**config.mk**
```make
export PLATFORM = sky130hd
export DESIGN_NAME = motor_driver_enable_sequencer_core
export DESIGN_NICKNAME = d
export VERILOG_FILES = /design/src/sv/mdes_pkg.sv /design/src/sv/motor_driver_enable_sequencer_core.sv
export SDC_FILE = /design/constraint.sdc
export NUM_CORES = 1
export LEC_CHECK = 0
export ABC_AREA = 1
export BUFFER_PORTS_ARGS = -buffer_cell sky130_fd_sc_hd__buf_4
export CAP_MARGIN = 20
export CORE_MARGIN = 8
export CORE_UTILIZATION = 31
export DETAILED_ROUTE_END_ITERATION = 8
export PLACE_DENSITY = 0.47
export SETUP_SLACK_MARGIN = 0.5
export SYNTH_ARGS = -nofsm -noshare
export SYNTH_HDL_FRONTEND = slang
export SYNTH_SLANG_ARGS = --single-unit
```
**constraint.sdc**
```tcl
create_clock -name clk -period 7.8 [get_ports clk]
set_clock_uncertainty 0.15 [all_clocks]
set_input_delay 0.78 -clock clk [delete_from_list [all_inputs] [get_ports clk]]
set_output_delay 0.78 -clock clk [all_outputs]
set_load 0.01 [all_outputs]
```
**src/sv/mdes_pkg.sv**
```systemverilog
// Shared types, constants and helpers of the motor driver enable sequencer.
// Used by the core, its port checker and the bench; depends on nothing else.
`default_nettype none

package mdes_pkg;

  localparam int TIME_BITS_DEFAULT = 32;

  // Configuration register indexes.
  localparam logic [2:0] CFG_PWM_ZERO_LIMIT = 3'd0;
  localparam logic [2:0] CFG_ZERO_HOLD      = 3'd1;
  localparam logic [2:0] CFG_COND_HOLD      = 3'd2;
  localparam logic [2:0] CFG_ARM            = 3'd3;
  localparam logic [2:0] CFG_SETTLE         = 3'd4;
  localparam logic [2:0] CFG_GUARD          = 3'd5;

  // Register reset values.
  localparam logic [14:0] PWM_ZERO_LIMIT_RST = 15'd1638;
  localparam logic [15:0] ZERO_HOLD_RST      = 16'd80;
  localparam logic [15:0] COND_HOLD_RST      = 16'd100;
  localparam logic [15:0] ARM_RST            = 16'd100;
  localparam logic [15:0] SETTLE_RST         = 16'd80;
  localparam logic [15:0] GUARD_RST          = 16'd120;

  // Sequencer state codes as they appear on the state output.
  localparam logic [1:0] DRV_DISABLED = 2'd0;
  localparam logic [1:0] DRV_ARMING   = 2'd1;
  localparam logic [1:0] DRV_SETTLING = 2'd2;
  localparam logic [1:0] DRV_ACTIVE   = 2'd3;

  // Status flag bit positions.
  localparam int SF_SYS_ACTIVE = 0;
  localparam int SF_FAULT      = 1;
  localparam int SF_RUN        = 2;
  localparam int SF_REARM      = 3;
  localparam int SF_IBUS       = 4;
  localparam int SF_AUTO_REV   = 5;
  localparam int SF_CMD_ZERO   = 6;

  // True when a Q1.15 value has magnitude strictly below the limit.
  // The most negative value has magnitude 32768 and never qualifies.
  function automatic logic pwm_near_zero(input logic signed [15:0] v,
                                         input logic [14:0] limit);
    logic [16:0] mag;
    mag = v[15] ? (17'd0 - {v[15], v}) : {1'b0, v};
    return mag < {2'b00, limit};
  endfunction

endpackage

`default_nettype wire

```
**src/sv/motor_driver_enable_sequencer_core.sv**
```systemverilog
// Latency: a request's result is registered and shown the cycle after it is accepted.
// Throughput: one request per cycle; the output register lets a new request in
// whenever the pending result is taken in the same cycle or none is pending.
// The state update is one pass of compares and timestamp subtractions.
// Reset (rst_n low, synchronous): state DISABLED, all timestamps zero,
// configuration registers at their default values, no result pending.
// Depends on mdes_pkg.
`default_nettype none

module motor_driver_enable_sequencer_core
  import mdes_pkg::*;
#(
  parameter int TIME_BITS = TIME_BITS_DEFAULT
) (
  input  wire logic               clk,
  input  wire logic               rst_n,
  // configuration writes
  input  wire logic               cfg_valid,
  output logic                    cfg_ready,
  input  wire logic [2:0]         cfg_index,
  input  wire logic [15:0]        cfg_data,
  // update requests
  input  wire logic               in_valid,
  output logic                    in_ready,
  input  wire logic [31:0]        in_now_ms,
  input  wire logic [6:0]         in_status_flags,
  input  wire logic [1:0]         in_rc_neutral,
  input  wire logic [3:0]         in_direction_bits,
  input  wire logic signed [15:0] in_cur_left,
  input  wire logic signed [15:0] in_cur_right,
  input  wire logic signed [15:0] in_tgt_left,
  input  wire logic signed [15:0] in_tgt_right,
  // results
  output logic                    out_valid,
  input  wire logic               out_ready,
  output logic                    out_driver_enable,
  output logic                    out_bridge_off,
  output logic                    out_force_zero,
  output logic [1:0]              out_drv_state
);

  typedef logic [TIME_BITS-1:0] tstamp_t;

  typedef enum logic [1:0] {
    ST_DISABLED = DRV_DISABLED,
    ST_ARMING   = DRV_ARMING,
    ST_SETTLING = DRV_SETTLING,
    ST_ACTIVE   = DRV_ACTIVE
  } seq_state_t;

  logic [14:0] pwm_zero_limit_r;
  logic [15:0] zero_hold_r, cond_hold_r, arm_r, settle_r, guard_r;

  seq_state_t  state_r, state_nxt;
  tstamp_t     zero_since_r, zero_since_nxt;
  tstamp_t     cond_since_r, cond_since_nxt;
  tstamp_t     arm_start_r, arm_start_nxt;
  tstamp_t     enabled_at_r, enabled_at_nxt;
  tstamp_t     active_start_r, active_start_nxt;

  logic        out_valid_r;
  logic        drv_en_r, bridge_off_r, force_zero_r;
  logic [1:0]  drv_state_r;
  logic        bridge_off_nxt, force_zero_nxt;

  logic [63:0] now_wide;
  tstamp_t     now;
  logic        cmd_zero, pwm_safe, zero_ok, flags_ok, cond, cond_ok;
  logic        in_fire;

  assign cfg_ready = 1'b1;
  assign in_ready  = !out_valid_r || out_ready;
  assign in_fire   = in_valid && in_ready;

  // Only the low TIME_BITS bits of the timestamp take part.
  assign now_wide = {32'd0, in_now_ms};
  assign now      = now_wide[TIME_BITS-1:0];

  assign cmd_zero = in_status_flags[SF_CMD_ZERO];
  assign pwm_safe = pwm_near_zero(in_cur_left, pwm_zero_limit_r)
                 && pwm_near_zero(in_cur_right, pwm_zero_limit_r)
                 && pwm_near_zero(in_tgt_left, pwm_zero_limit_r)
                 && pwm_near_zero(in_tgt_right, pwm_zero_limit_r);
  assign flags_ok = in_status_flags[SF_SYS_ACTIVE] && !in_status_flags[SF_FAULT]
                 && in_status_flags[SF_RUN] && !in_status_flags[SF_REARM]
                 && !in_status_flags[SF_IBUS] && !in_status_flags[SF_AUTO_REV];

  always_comb begin
    zero_since_nxt   = zero_since_r;
    cond_since_nxt   = cond_since_r;
    arm_start_nxt    = arm_start_r;
    enabled_at_nxt   = enabled_at_r;
    active_start_nxt = active_start_r;
    state_nxt        = state_r;
    bridge_off_nxt   = 1'b0;
    force_zero_nxt   = 1'b0;

    // A start stamp of zero means the episode has not started.
    if (cmd_zero) begin
      if (zero_since_r == '0) zero_since_nxt = now;
    end else begin
      zero_since_nxt = '0;
    end
    zero_ok = cmd_zero && (zero_since_nxt != '0)
           && ((now - zero_since_nxt) >= TIME_BITS'(zero_hold_r));

    cond = flags_ok && pwm_safe && (in_rc_neutral == 2'b11) && zero_ok
        && (in_direction_bits == 4'd0);

    if (cond) begin
      if (cond_since_r == '0) cond_since_nxt = now;
    end else begin
      cond_since_nxt = '0;
    end
    cond_ok = (cond_since_nxt != '0)
           && ((now - cond_since_nxt) >= TIME_BITS'(cond_hold_r));

    case (state_r)
      ST_DISABLED: begin
        bridge_off_nxt = 1'b1;
        force_zero_nxt = 1'b1;
        if (cond_ok) begin
          state_nxt     = ST_ARMING;
          arm_start_nxt = now;
        end
      end
      ST_ARMING: begin
        if (!cond) begin
          state_nxt = ST_DISABLED;
        end else if ((now - arm_start_r) >= TIME_BITS'(arm_r)) begin
          bridge_off_nxt = 1'b1;
          force_zero_nxt = 1'b1;
          enabled_at_nxt = now;
          state_nxt      = ST_SETTLING;
        end
      end
      ST_SETTLING: begin
        force_zero_nxt = 1'b1;
        if ((now - enabled_at_r) >= TIME_BITS'(settle_r)) begin
          state_nxt        = ST_ACTIVE;
          active_start_nxt = now;
        end
      end
      ST_ACTIVE: begin
        if ((now - active_start_r) < TIME_BITS'(guard_r)) force_zero_nxt = 1'b1;
        if (!cond) begin
          bridge_off_nxt = 1'b1;
          state_nxt      = ST_DISABLED;
        end
      end
      default: begin
        state_nxt = ST_DISABLED;
      end
    endcase
  end

  always_ff @(posedge clk) begin
    if (!rst_n) begin
      pwm_zero_limit_r <= PWM_ZERO_LIMIT_RST;
      zero_hold_r      <= ZERO_HOLD_RST;
      cond_hold_r      <= COND_HOLD_RST;
      arm_r            <= ARM_RST;
      settle_r         <= SETTLE_RST;
      guard_r          <= GUARD_RST;
      state_r          <= ST_DISABLED;
      zero_since_r     <= '0;
      cond_since_r     <= '0;
      arm_start_r      <= '0;
      enabled_at_r     <= '0;
      active_start_r   <= '0;
      out_valid_r      <= 1'b0;
    end else begin
      if (cfg_valid) begin
        case (cfg_index)
          CFG_PWM_ZERO_LIMIT: pwm_zero_limit_r <= cfg_data[14:0];
          CFG_ZERO_HOLD:      zero_hold_r      <= cfg_data;
          CFG_COND_HOLD:      cond_hold_r      <= cfg_data;
          CFG_ARM:            arm_r            <= cfg_data;
          CFG_SETTLE:         settle_r         <= cfg_data;
          CFG_GUARD:          guard_r          <= cfg_data;
          default: ;
        endcase
      end
      if (in_fire) begin
        state_r        <= state_nxt;
        zero_since_r   <= zero_since_nxt;
        cond_since_r   <= cond_since_nxt;
        arm_start_r    <= arm_start_nxt;
        enabled_at_r   <= enabled_at_nxt;
        active_start_r <= active_start_nxt;
        out_valid_r    <= 1'b1;
      end else if (out_ready) begin
        out_valid_r <= 1'b0;
      end
    end
    // Result payload needs no reset; it is qualified by out_valid_r.
    if (in_fire) begin
      drv_en_r     <= (state_nxt == ST_SETTLING) || (state_nxt == ST_ACTIVE);
      bridge_off_r <= bridge_off_nxt;
      force_zero_r <= force_zero_nxt;
      drv_state_r  <= state_nxt;
    end
  end

  assign out_valid         = out_valid_r;
  assign out_driver_enable = drv_en_r;
  assign out_bridge_off    = bridge_off_r;
  assign out_force_zero    = force_zero_r;
  assign out_drv_state     = drv_state_r;

endmodule

`default_nettype wire

```
==> run metrics, run 1 <==
status completed; Worst Setup End Kind register; Post-synth top flop dfxtp_1; sequential share of power a little under 30%; combinational power share a little over a third; VDD IR max about 0.1 mV; Yosys warning total 0; first-pass GRT wire length roughly 160000 um; gate count of the mapped netlist approximately 4200; synthesized cell area ~26000 um^2; CTS buffer count 35; Max Cap Viol 0; via count 28400; Hold Fails Final Rpt 0; slowest stage delay, CP approximately 0.32 ns; Starting Density a little under a third; highest routed layer met4; Hold Path Depth 2; clk slew on worst S/H paths 0.06 ns; Worst Tran Pin Value about 0.96 ns; std cell rows approximately 110; dominant cells by area after synthesis dfxtp_1 (20%), ha_1 (14%), nand2_1 (14%); R2R setup slack 0.12 ns; CP Data Arrival Time roughly 8.0 ns; Seq cells post-synth roughly 260; port bufs between 100 and 150; vias in the first global route approximately 27000; startpoint types register; Crit Reg-Reg Endpoint arm_start_r[14]$_SDFFE_PN0P_; first-iteration detailed-routing DRC count slightly above 2000; r2r worst-path depth 58; Async SR Flop Fraction 0%; core area between 80000 and 90000 um^2; critical path class register to register; Overflow after GRT 0; number of flops mapped to enable cells by yosys 5; Die H between 300 and 400 um; met2 WL post-DR approximately 47000 um; worst-skew pair later-pin latency between 0.5 and 0.6 ns; Met3 Routed Length 4670 um; clk buf depth 3; crit path from zero_since_r[28]$_SDFFE_PN0P_; gpl congestion about 0.94; Worst path most repeated cell nand2_2; TritonCTS clock tree done; GR Util All Layers about 22%; Slew Limit Fails 0; antenna-violating nets left 0; most frequent cells in the layout nand2_1 (900), inv_1 (640), buf_4 (549); Setup TNS 0 ns; Leak Pwr 15.9 nW; layout cell share with drive strength beyond 1 a little under a fifth; initial antenna violation count 8; Finished Layout Cells 5779; fin nets roughly 5100; Hold Startpoint settle_r[3]$_SDFFE_PN0P_; Synth cell types 59; Setup Slack @ Placement -0.525 ns; Final Setup Violations 0; Synth area leader dfxtp_1; Power Density about 140 nW/um^2; worst path required time between 8 and 9 ns; area grow syn2layout 29.9%; worst r2r src zero_since_r[28]$_SDFFE_PN0P_; Hold Crit Class register to register; met1 WL between 50000 and 60000 um; Mapped Avg Cell Area 6.20 um^2; register area share after synthesis between 20% and 30%; Slew HR approximately 36%; f_max 130 MHz; share of the synthesized area in the top cell type between 10% and 20%; Worst Path Max Fanout 8; Clk pwr share 35.3%; commonest non-fill, non-tap cell in the layout nand2_1; switching share of power between 30 and 40%; RSZ-0062 raised after global routing true; die area roughly 93000 um^2; Via-to-Cell Ratio just under 5; wire per inst between 15 and 20 um; die width between 300 and 400 um; drt total wl 106000 um; post-synth net total ~4600; slowest stage cell, crit path dfxtp_2; Pre-antenna DRT Iters 5; estimated wirelength of the detail-placed design ~84000 um; I/O pin cnt 141; period utilization between 90% and 100%; CTS root buffer clkbuf_16; largest net degree at the start of global routing about 110; H-Tree Level Count 2; placed insts ~5700; DRC Markers 0; Endpoint, Worst Hold settle_r[3]$_SDFFE_PN0P_; final worst slack between 0.1 and 0.15 ns; post-route minimum period ~7.7 ns; internal power roughly 3.1 mW; Sw Pwr ~1.7 mW; clk sinks between 200 and 300
worst max-delay path: cells and delay by family, from the launching register on:
family | cells | cell delay [ns]
XOR/XNOR | 2 | 0.34
buffers and inverters | 10 | 1.23
AND/OR/NAND/NOR | 37 | 3.80
adder cells (fa/ha/maj) | 4 | 1.03
flip-flops | 1 | 0.32
AO/OA/AOI/OAI | 5 | 0.68
registers in the layout (all words and copies together) (netlist names):
name	cells
cond_since_r	32
arm_start_r	32
enabled_at_r	32
out_bridge_off	1
out_driver_enable	1
zero_hold_r	16
out_force_zero	1
state_r	2
cond_hold_r	16
zero_since_r	32
out_valid	1
arm_r	16
guard_r	16
out_drv_state	2
active_start_r	32
pwm_zero_limit_r	15
settle_r	16
cells by family after synthesis:
kind of cell | share of synthesized area, %
adder cells (fa/ha/maj) | 14.8
buffers and inverters | 11.8
other | 0.0145
flip-flops | 20.5
AO/OA/AOI/OAI | 18.6
XOR/XNOR | 5.55
AND/OR/NAND/NOR | 28.7
layout make-up:
class / instances / area (um^2)
clock inverters: 16 / 225
repair buffers: 569 / 4470
inverters: 683 / 2580
well taps: 1080 / 1350
flip-flops and latches: 263 / 5320
multi-input cells: 3121 / 18700
diodes: 3 / 7.51
fillers: 8960 / 49500
clock buffers: 44 / 950
per-stage QoR:
stage / power (mW) / cell area, um^2 / hold WS, ns / util [%]
final: 4.84 / 33600 / 0.308 / 40.4
after detailed placement: 3.04 / 30800 / 0.299 / 37.0
after global routing: 5.12 / 33600 / 0.327 / 40.4
after floorplan: 2.38 / 25900 / 0.277 / -
after global placement: 3.04 / 30800 / 0.295 / 37.0
after CTS: 4.83 / 33000 / 0.309 / 39.6
how the worst max path moves through the flow:
stage | to | slack [ns]
after floorplan | arm_start_r[28]$_SDFFE_PN0P_ | 0.51
after global placement | arm_start_r[19]$_SDFFE_PN0P_ | -0.47
after detailed placement | arm_start_r[14]$_SDFFE_PN0P_ | -0.53
after CTS | arm_start_r[9]$_SDFFE_PN0P_ | 0.29
after global routing | arm_start_r[18]$_SDFFE_PN0P_ | -0.24
final | arm_start_r[14]$_SDFFE_PN0P_ | 0.12
power by group through the flow:
| stage | logic, mW | clock network, mW | registers [mW] |
|---|---|---|---|
| 2_1_floorplan | 0.936 | 0 | 1.44 |
| 3_3_place_gp | 1.59 | 0 | 1.45 |
| 3_5_place_dp | 1.59 | 0 | 1.45 |
| 4_1_cts | 1.66 | 1.75 | 1.42 |
| 5_1_grt | 1.91 | 1.79 | 1.42 |
| 6_report | 1.71 | 1.71 | 1.42 |
synthesized netlist by cell type (all sizes together), types with 24 or more instances:
library cell / count
nand2: 988
o21bai: 24
clkinv: 31
nand4: 114
nor2: 365
xor2: 122
xnor2: 42
dfxtp: 258
nor3: 69
inv: 652
ha: 298
o21ai: 306
nand3: 192
clkbuf: 85
a21oi: 442
per-layer routing:
metal	vias up	GRT usage, %
met4	0	6.74
met3	131	2.18
met1	13000	30.2
met2	597	35.4
met5	-	0
li1	14700	-
repair_timing:
item	4_1_cts	5_1_grt
gates resized for setup	170	130
setup endpoints to repair	34	34
pin swaps	51	77
hold buffers	0	0
setup buffers	21	12
gates cloned	3	3
Power figures use the tool's default switching activity.
==> run 2, diff against run 1 <==
--- a/config.mk
+++ b/config.mk
@@ -8,6 +8,7 @@
 export ABC_AREA = 1
 export BUFFER_PORTS_ARGS = -buffer_cell sky130_fd_sc_hd__buf_4
 export CAP_MARGIN = 20
+export CORE_ASPECT_RATIO = 1.1
 export CORE_MARGIN = 8
 export CORE_UTILIZATION = 31
 export DETAILED_ROUTE_END_ITERATION = 8
==> run 2 against run 1 <==
Effect of this change:
- cell count shrank 0.42%
- total power shrank 0.87%
- non-clock buffer count shrank 20
- combinational power is essentially flat
- register-to-register slack gained 0.10 ns
- highest routed layer is now met5
- sequential share of layout area grew 0.30 points
- final area shrank 1.8%
- die area is essentially flat
==> run metrics, run 2 (synthesis gave the netlist of run 1 again) <==
Pre-antenna DRT Iters 6; layout cell share with drive strength beyond 1 17.1%; Met3 Routed Length between 5000 and 6000 um; Worst Setup End Kind register; Worst Path Max Fanout 8; Worst Tran Pin Value between 1 and 1.5 ns; most frequent cells in the layout nand2_1 (921), inv_1 (638), buf_4 (535); Final Setup Violations 0; via count roughly 28000; worst path required time roughly 8 ns; CTS root buffer clkbuf_16; H-Tree Level Count 2; CP delay by family, top simple AND/OR/NAND/NOR gates; slowest stage delay, CP roughly 0.32 ns; Hold Crit Class register to register; Max Cap Viol 0; wire per inst 18.8 um; area grow syn2layout 27.6%; I/O pin cnt approximately 140; Setup Slack @ Placement -0.539 ns; startpoint types register; port bufs between 100 and 150; met2 WL post-DR about 48000 um; Finished Layout Cells 5755; TritonCTS clock tree done; met1 WL ~53000 um; estimated wirelength of the detail-placed design just under 90000 um; Final Util 39.8%; placed insts around 5600; CP Data Arrival Time a little under 8 ns; core area about 83000 um^2; Hold Fails Final Rpt 0; VDD IR max around 0.14 mV; Slew Limit Fails 0; clk slew on worst S/H paths around 0.050 ns; Layout fillers 9117; std cell rows approximately 110; # hold bufs at CTS 0; highest routed layer met5; period utilization 97.2%; Starting Density between 30% and 40%; f_max ~130 MHz; Power Density around 150 nW/um^2; Overflow after GRT 0; vias in the first global route ~27000; fin nets 5090; critical path class register to register; commonest non-fill, non-tap cell in the layout nand2_1; clk buf depth 3; status completed; slowest stage cell, crit path ha_1; post-route minimum period 7.58 ns; Die H ~320 um; die area just over 90000 um^2; CTS buffer count 36; initial antenna violation count 6; final worst slack about 0.22 ns; DRC Markers 0; Slew HR 31.5%; first-iteration detailed-routing DRC count 1897; Via-to-Cell Ratio 4.93; RSZ-0062 raised after global routing true; Final Power between 4 and 5 mW; antenna-violating nets left 0; worst-skew pair later-pin latency 0.57 ns; Leak Pwr between 15 and 20 nW; Worst path most repeated cell nand2_2; clk sinks roughly 260; GR Util All Layers between 20% and 30%; largest net degree at the start of global routing 109; Bufs and invs on worst path 11; first-pass GRT wire length 163000 um; drt total wl 108000 um; gpl congestion 0.949; die width 292 um
==> run 2: cell count changes in the layout (fill, tap and decap cells not counted), moves of 4 or more <==
cell      before  now
buf_4        549  535
xor2_2         9    2
nor2_2        20   15
clkinv_1      12   30
nand2_2       54   61
xor2_1       113  120
inv_2         18   13
clkbuf_1       5    9
ha_1         267  273
nand2_1      900  921
clkinv_2      14    4
ha_4          30   25
nand2_4       33    6
==> run 2: metrics by stage <==
stage / setup TNS [ns] / cell area [um^2] / hold slack (ns)
after floorplan: 0 / 25900 / 0.277
after global placement: -11.92 / 30600 / 0.290
after detailed placement: -16.25 / 30600 / 0.296
after CTS: 0 / 32400 / 0.305
after global routing: -9.02 / 33000 / 0.317
final: 0 / 33000 / 0.303
==> run 2: repair_timing <==
action,CTS,global route
buffers inserted,25,15
gates cloned,1,2
endpoints found under the setup margin,34,34
gates resized for setup,96,104
pin swaps,33,70
==> run 2: path summary, 6_finish.rpt <==
path	startpoint	endpoint	slack [ns]	cells past startpoint
min	enabled_at_r[0]$_SDFFE_PN0P_	enabled_at_r[0]$_SDFFE_PN0P_	0.30	2
max reg2reg	zero_since_r[2]$_SDFFE_PN0P_	arm_start_r[29]$_SDFFE_PN0P_	0.22	57
max	zero_since_r[2]$_SDFFE_PN0P_	arm_start_r[29]$_SDFFE_PN0P_	0.22	57
min reg2reg	enabled_at_r[0]$_SDFFE_PN0P_	enabled_at_r[0]$_SDFFE_PN0P_	0.30	2
==> run 2: cell type report <==
type,instances,area [um^2],area share [%]
clock inverters,11,145,0.440
inverters,683,2570,7.78
well taps,1073,1340,4.07
repair buffers,549,4250,12.9
multi-input cells,3121,18400,55.6
diodes,4,10.0,0.0303
flip-flops and latches,263,5320,16.1
clock buffers,51,1030,3.11
==> run 2: worst min-delay path, cell delays in order, from the launching register on <==
cell	delay [ns]
dfxtp_1	0.31
inv_1	0.05
a21oi_1	0.05
==> run 2: report_power, final <==
part           switching, mW  internal (mW)  total, mW
clock                  0.693          0.989       1.68
sequential            0.0221           1.40       1.42
combinational           1.02          0.674       1.69
==> run 2: routing by layer <==
layer  GRT usage (%)  vias to the layer above
met5               0                        -
met4            5.01                        2
met3            2.35                      109
met2            36.2                      642
met1            31.7                    13000
li1                -                    14700
==> run 3, diff against run 2 <==
--- a/config.mk
+++ b/config.mk
@@ -8,11 +8,13 @@
 export ABC_AREA = 1
 export BUFFER_PORTS_ARGS = -buffer_cell sky130_fd_sc_hd__buf_4
 export CAP_MARGIN = 20
+export CELL_PAD_IN_SITES_DETAIL_PLACEMENT = 1
+export CELL_PAD_IN_SITES_GLOBAL_PLACEMENT = 2
 export CORE_ASPECT_RATIO = 1.1
-export CORE_MARGIN = 8
+export CORE_MARGIN = 3
 export CORE_UTILIZATION = 31
 export DETAILED_ROUTE_END_ITERATION = 8
-export PLACE_DENSITY = 0.47
+export PLACE_DENSITY = 0.76
 export SETUP_SLACK_MARGIN = 0.5
 export SYNTH_ARGS = -nofsm -noshare
 export SYNTH_HDL_FRONTEND = slang
==> run 3 against run 2 <==
Effect of this change:
- sequential power is essentially flat
- fmax is 2.1% lower
- global-route usage rose by 3.8 points
- critical path type unchanged
- largest power group is now clock
- total power rose by 4.0%
- register-to-register slack worse by 0.16 ns
==> run metrics, run 3 (synthesis gave the netlist of run 1 again) <==
Slew Limit Fails 0; Worst path most repeated cell buf_4; post-route cell area between 30000 and 40000 um^2; Starting Density a little under a third; period utilization 99.3%; critical path class register to register; CTS buffer count 37; fin nets 5105; switching share of power approximately 36%; Leak Pwr approximately 16 nW; RSZ-0062 raised after global routing true; layout cell share with drive strength beyond 1 18.9%; # hold bufs at CTS 0; commonest non-fill, non-tap cell in the layout nand2_1; clk slew on worst S/H paths ~0.060 ns; n_diodes 0; Layout fillers between 10000 and 15000; drt total wl 116000 um; Hold Fails Final Rpt 0; GR Util All Layers a little over a quarter; Placed Area between 30000 and 40000 um^2; antenna-violating nets left 0; Final Util 40.8%; estimated wirelength of the detail-placed design between 90000 and 100000 um; Worst Tran Pin Value about 0.88 ns; core area 82300 um^2; internal power 3.19 mW; Worst Setup End Kind register; worst path required time between 8 and 9 ns; post-route minimum period a little under 8 ns; vias in the first global route 29500; Max Cap Viol 0; worst-skew pair later-pin latency between 0.5 and 0.6 ns; combinational power share 35.3%; clk buf depth 3; Slew HR around two fifths; f_max roughly 130 MHz; Via-to-Cell Ratio ~5; TritonCTS clock tree done; port bufs ~140; Hold Crit Class register to register; largest net degree at the start of global routing 116; I/O pin cnt approximately 140; die area just under 90000 um^2; std cell rows 110; initial antenna violation count 6; most frequent cells in the layout nand2_1 (899), inv_1 (634), buf_4 (536); Sw Pwr 1.81 mW; H-Tree Level Count 2; gpl congestion 0.896; via count approximately 29000; Overflow after GRT 0; Clk pwr share between 30% and 40%; CTS root buffer clkbuf_16; area grow syn2layout 29.7%; sequential share of power roughly 28%; DRC Markers 0; Die H roughly 310 um; wire per inst 20.2 um; die width about 280 um; startpoint types register; slowest stage delay, CP about 0.45 ns; status completed; clk sinks 263; Power Density between 100 and 150 nW/um^2; first-pass GRT wire length about 180000 um; Final Setup Violations 0; Worst Path Max Fanout 34; Pre-antenna DRT Iters 5; VDD IR max about 0.11 mV; slowest stage cell, crit path inv_2; CP Data Arrival Time just over 8 ns; first-iteration detailed-routing DRC count approximately 1700
## run 3: power by group through the flow
stage | registers, mW | clock network (mW) | logic [mW]
after floorplan | 1.44 | 0 | 0.936
after global placement | 1.45 | 0 | 1.59
after detailed placement | 1.45 | 0 | 1.62
after CTS | 1.42 | 1.85 | 1.70
after global routing | 1.43 | 1.90 | 1.96
final | 1.42 | 1.81 | 1.76
## run 3: path summary, 6_finish.rpt
check,startpoint,endpoint,slack [ns],cells after the start
setup / recovery,zero_since_r[7]$_SDFFE_PN0P_,arm_start_r[18]$_SDFFE_PN0P_,0.05,52
hold / removal,enabled_at_r[28]$_SDFFE_PN0P_,enabled_at_r[28]$_SDFFE_PN0P_,0.31,2
setup reg to reg,zero_since_r[7]$_SDFFE_PN0P_,arm_start_r[18]$_SDFFE_PN0P_,0.05,52
hold reg to reg,enabled_at_r[28]$_SDFFE_PN0P_,enabled_at_r[28]$_SDFFE_PN0P_,0.31,2
## run 3: stage by stage
step	TNS, ns	hold slack [ns]	cells	power, mW	setup WS [ns]
after floorplan	0	0.277	4173	2.38	0.507
after global placement	-10.71	0.293	5631	3.04	-0.345
after detailed placement	-16.68	0.303	5631	3.07	-0.546
after CTS	0	0.311	5741	4.97	0.191
after global routing	-15.03	0.317	5760	5.29	-0.467
final	0	0.305	5760	4.99	0.0522
## run 3: cell type report
type                            count  area [um^2]  area share (%)
Multi-Input combinational cell   3121        18700            55.6
Sequential cell                   263         5320            15.9
Timing Repair Buffer              563         4430            13.2
Inverter                          683         2570            7.65
Tap cell                         1064         1330            3.97
Clock buffer                       50         1020            3.05
Clock inverter                     16          234           0.697
## run 3: layer usage
layer | share of wire, % | routed length, um | global-route usage [%]
met5 | 0.011 | 13 | 0
met1 | 47 | 54800 | 35.7
met3 | 4.7 | 5460 | 2.84
met2 | 45 | 53000 | 44.0
met4 | 2.8 | 3210 | 6.50
## run 3: what timing repair did
item / in CTS / in global routing
gates resized for setup: 131 / 175
gates cloned: 3 / 2
setup buffers: 41 / 16
pin swaps: 42 / 70
setup endpoints to repair: 34 / 34
## run 3: critical path: cells and delay by family (launching register included)
| family | cells | cell delay (ns) |
|---|---|---|
| buf+inv | 20 | 2.74 |
| compound gates | 2 | 0.36 |
| simple gates | 26 | 3.13 |
| fa+ha+maj | 3 | 0.85 |
| xor+xnor | 1 | 0.06 |
| flops | 1 | 0.33 |
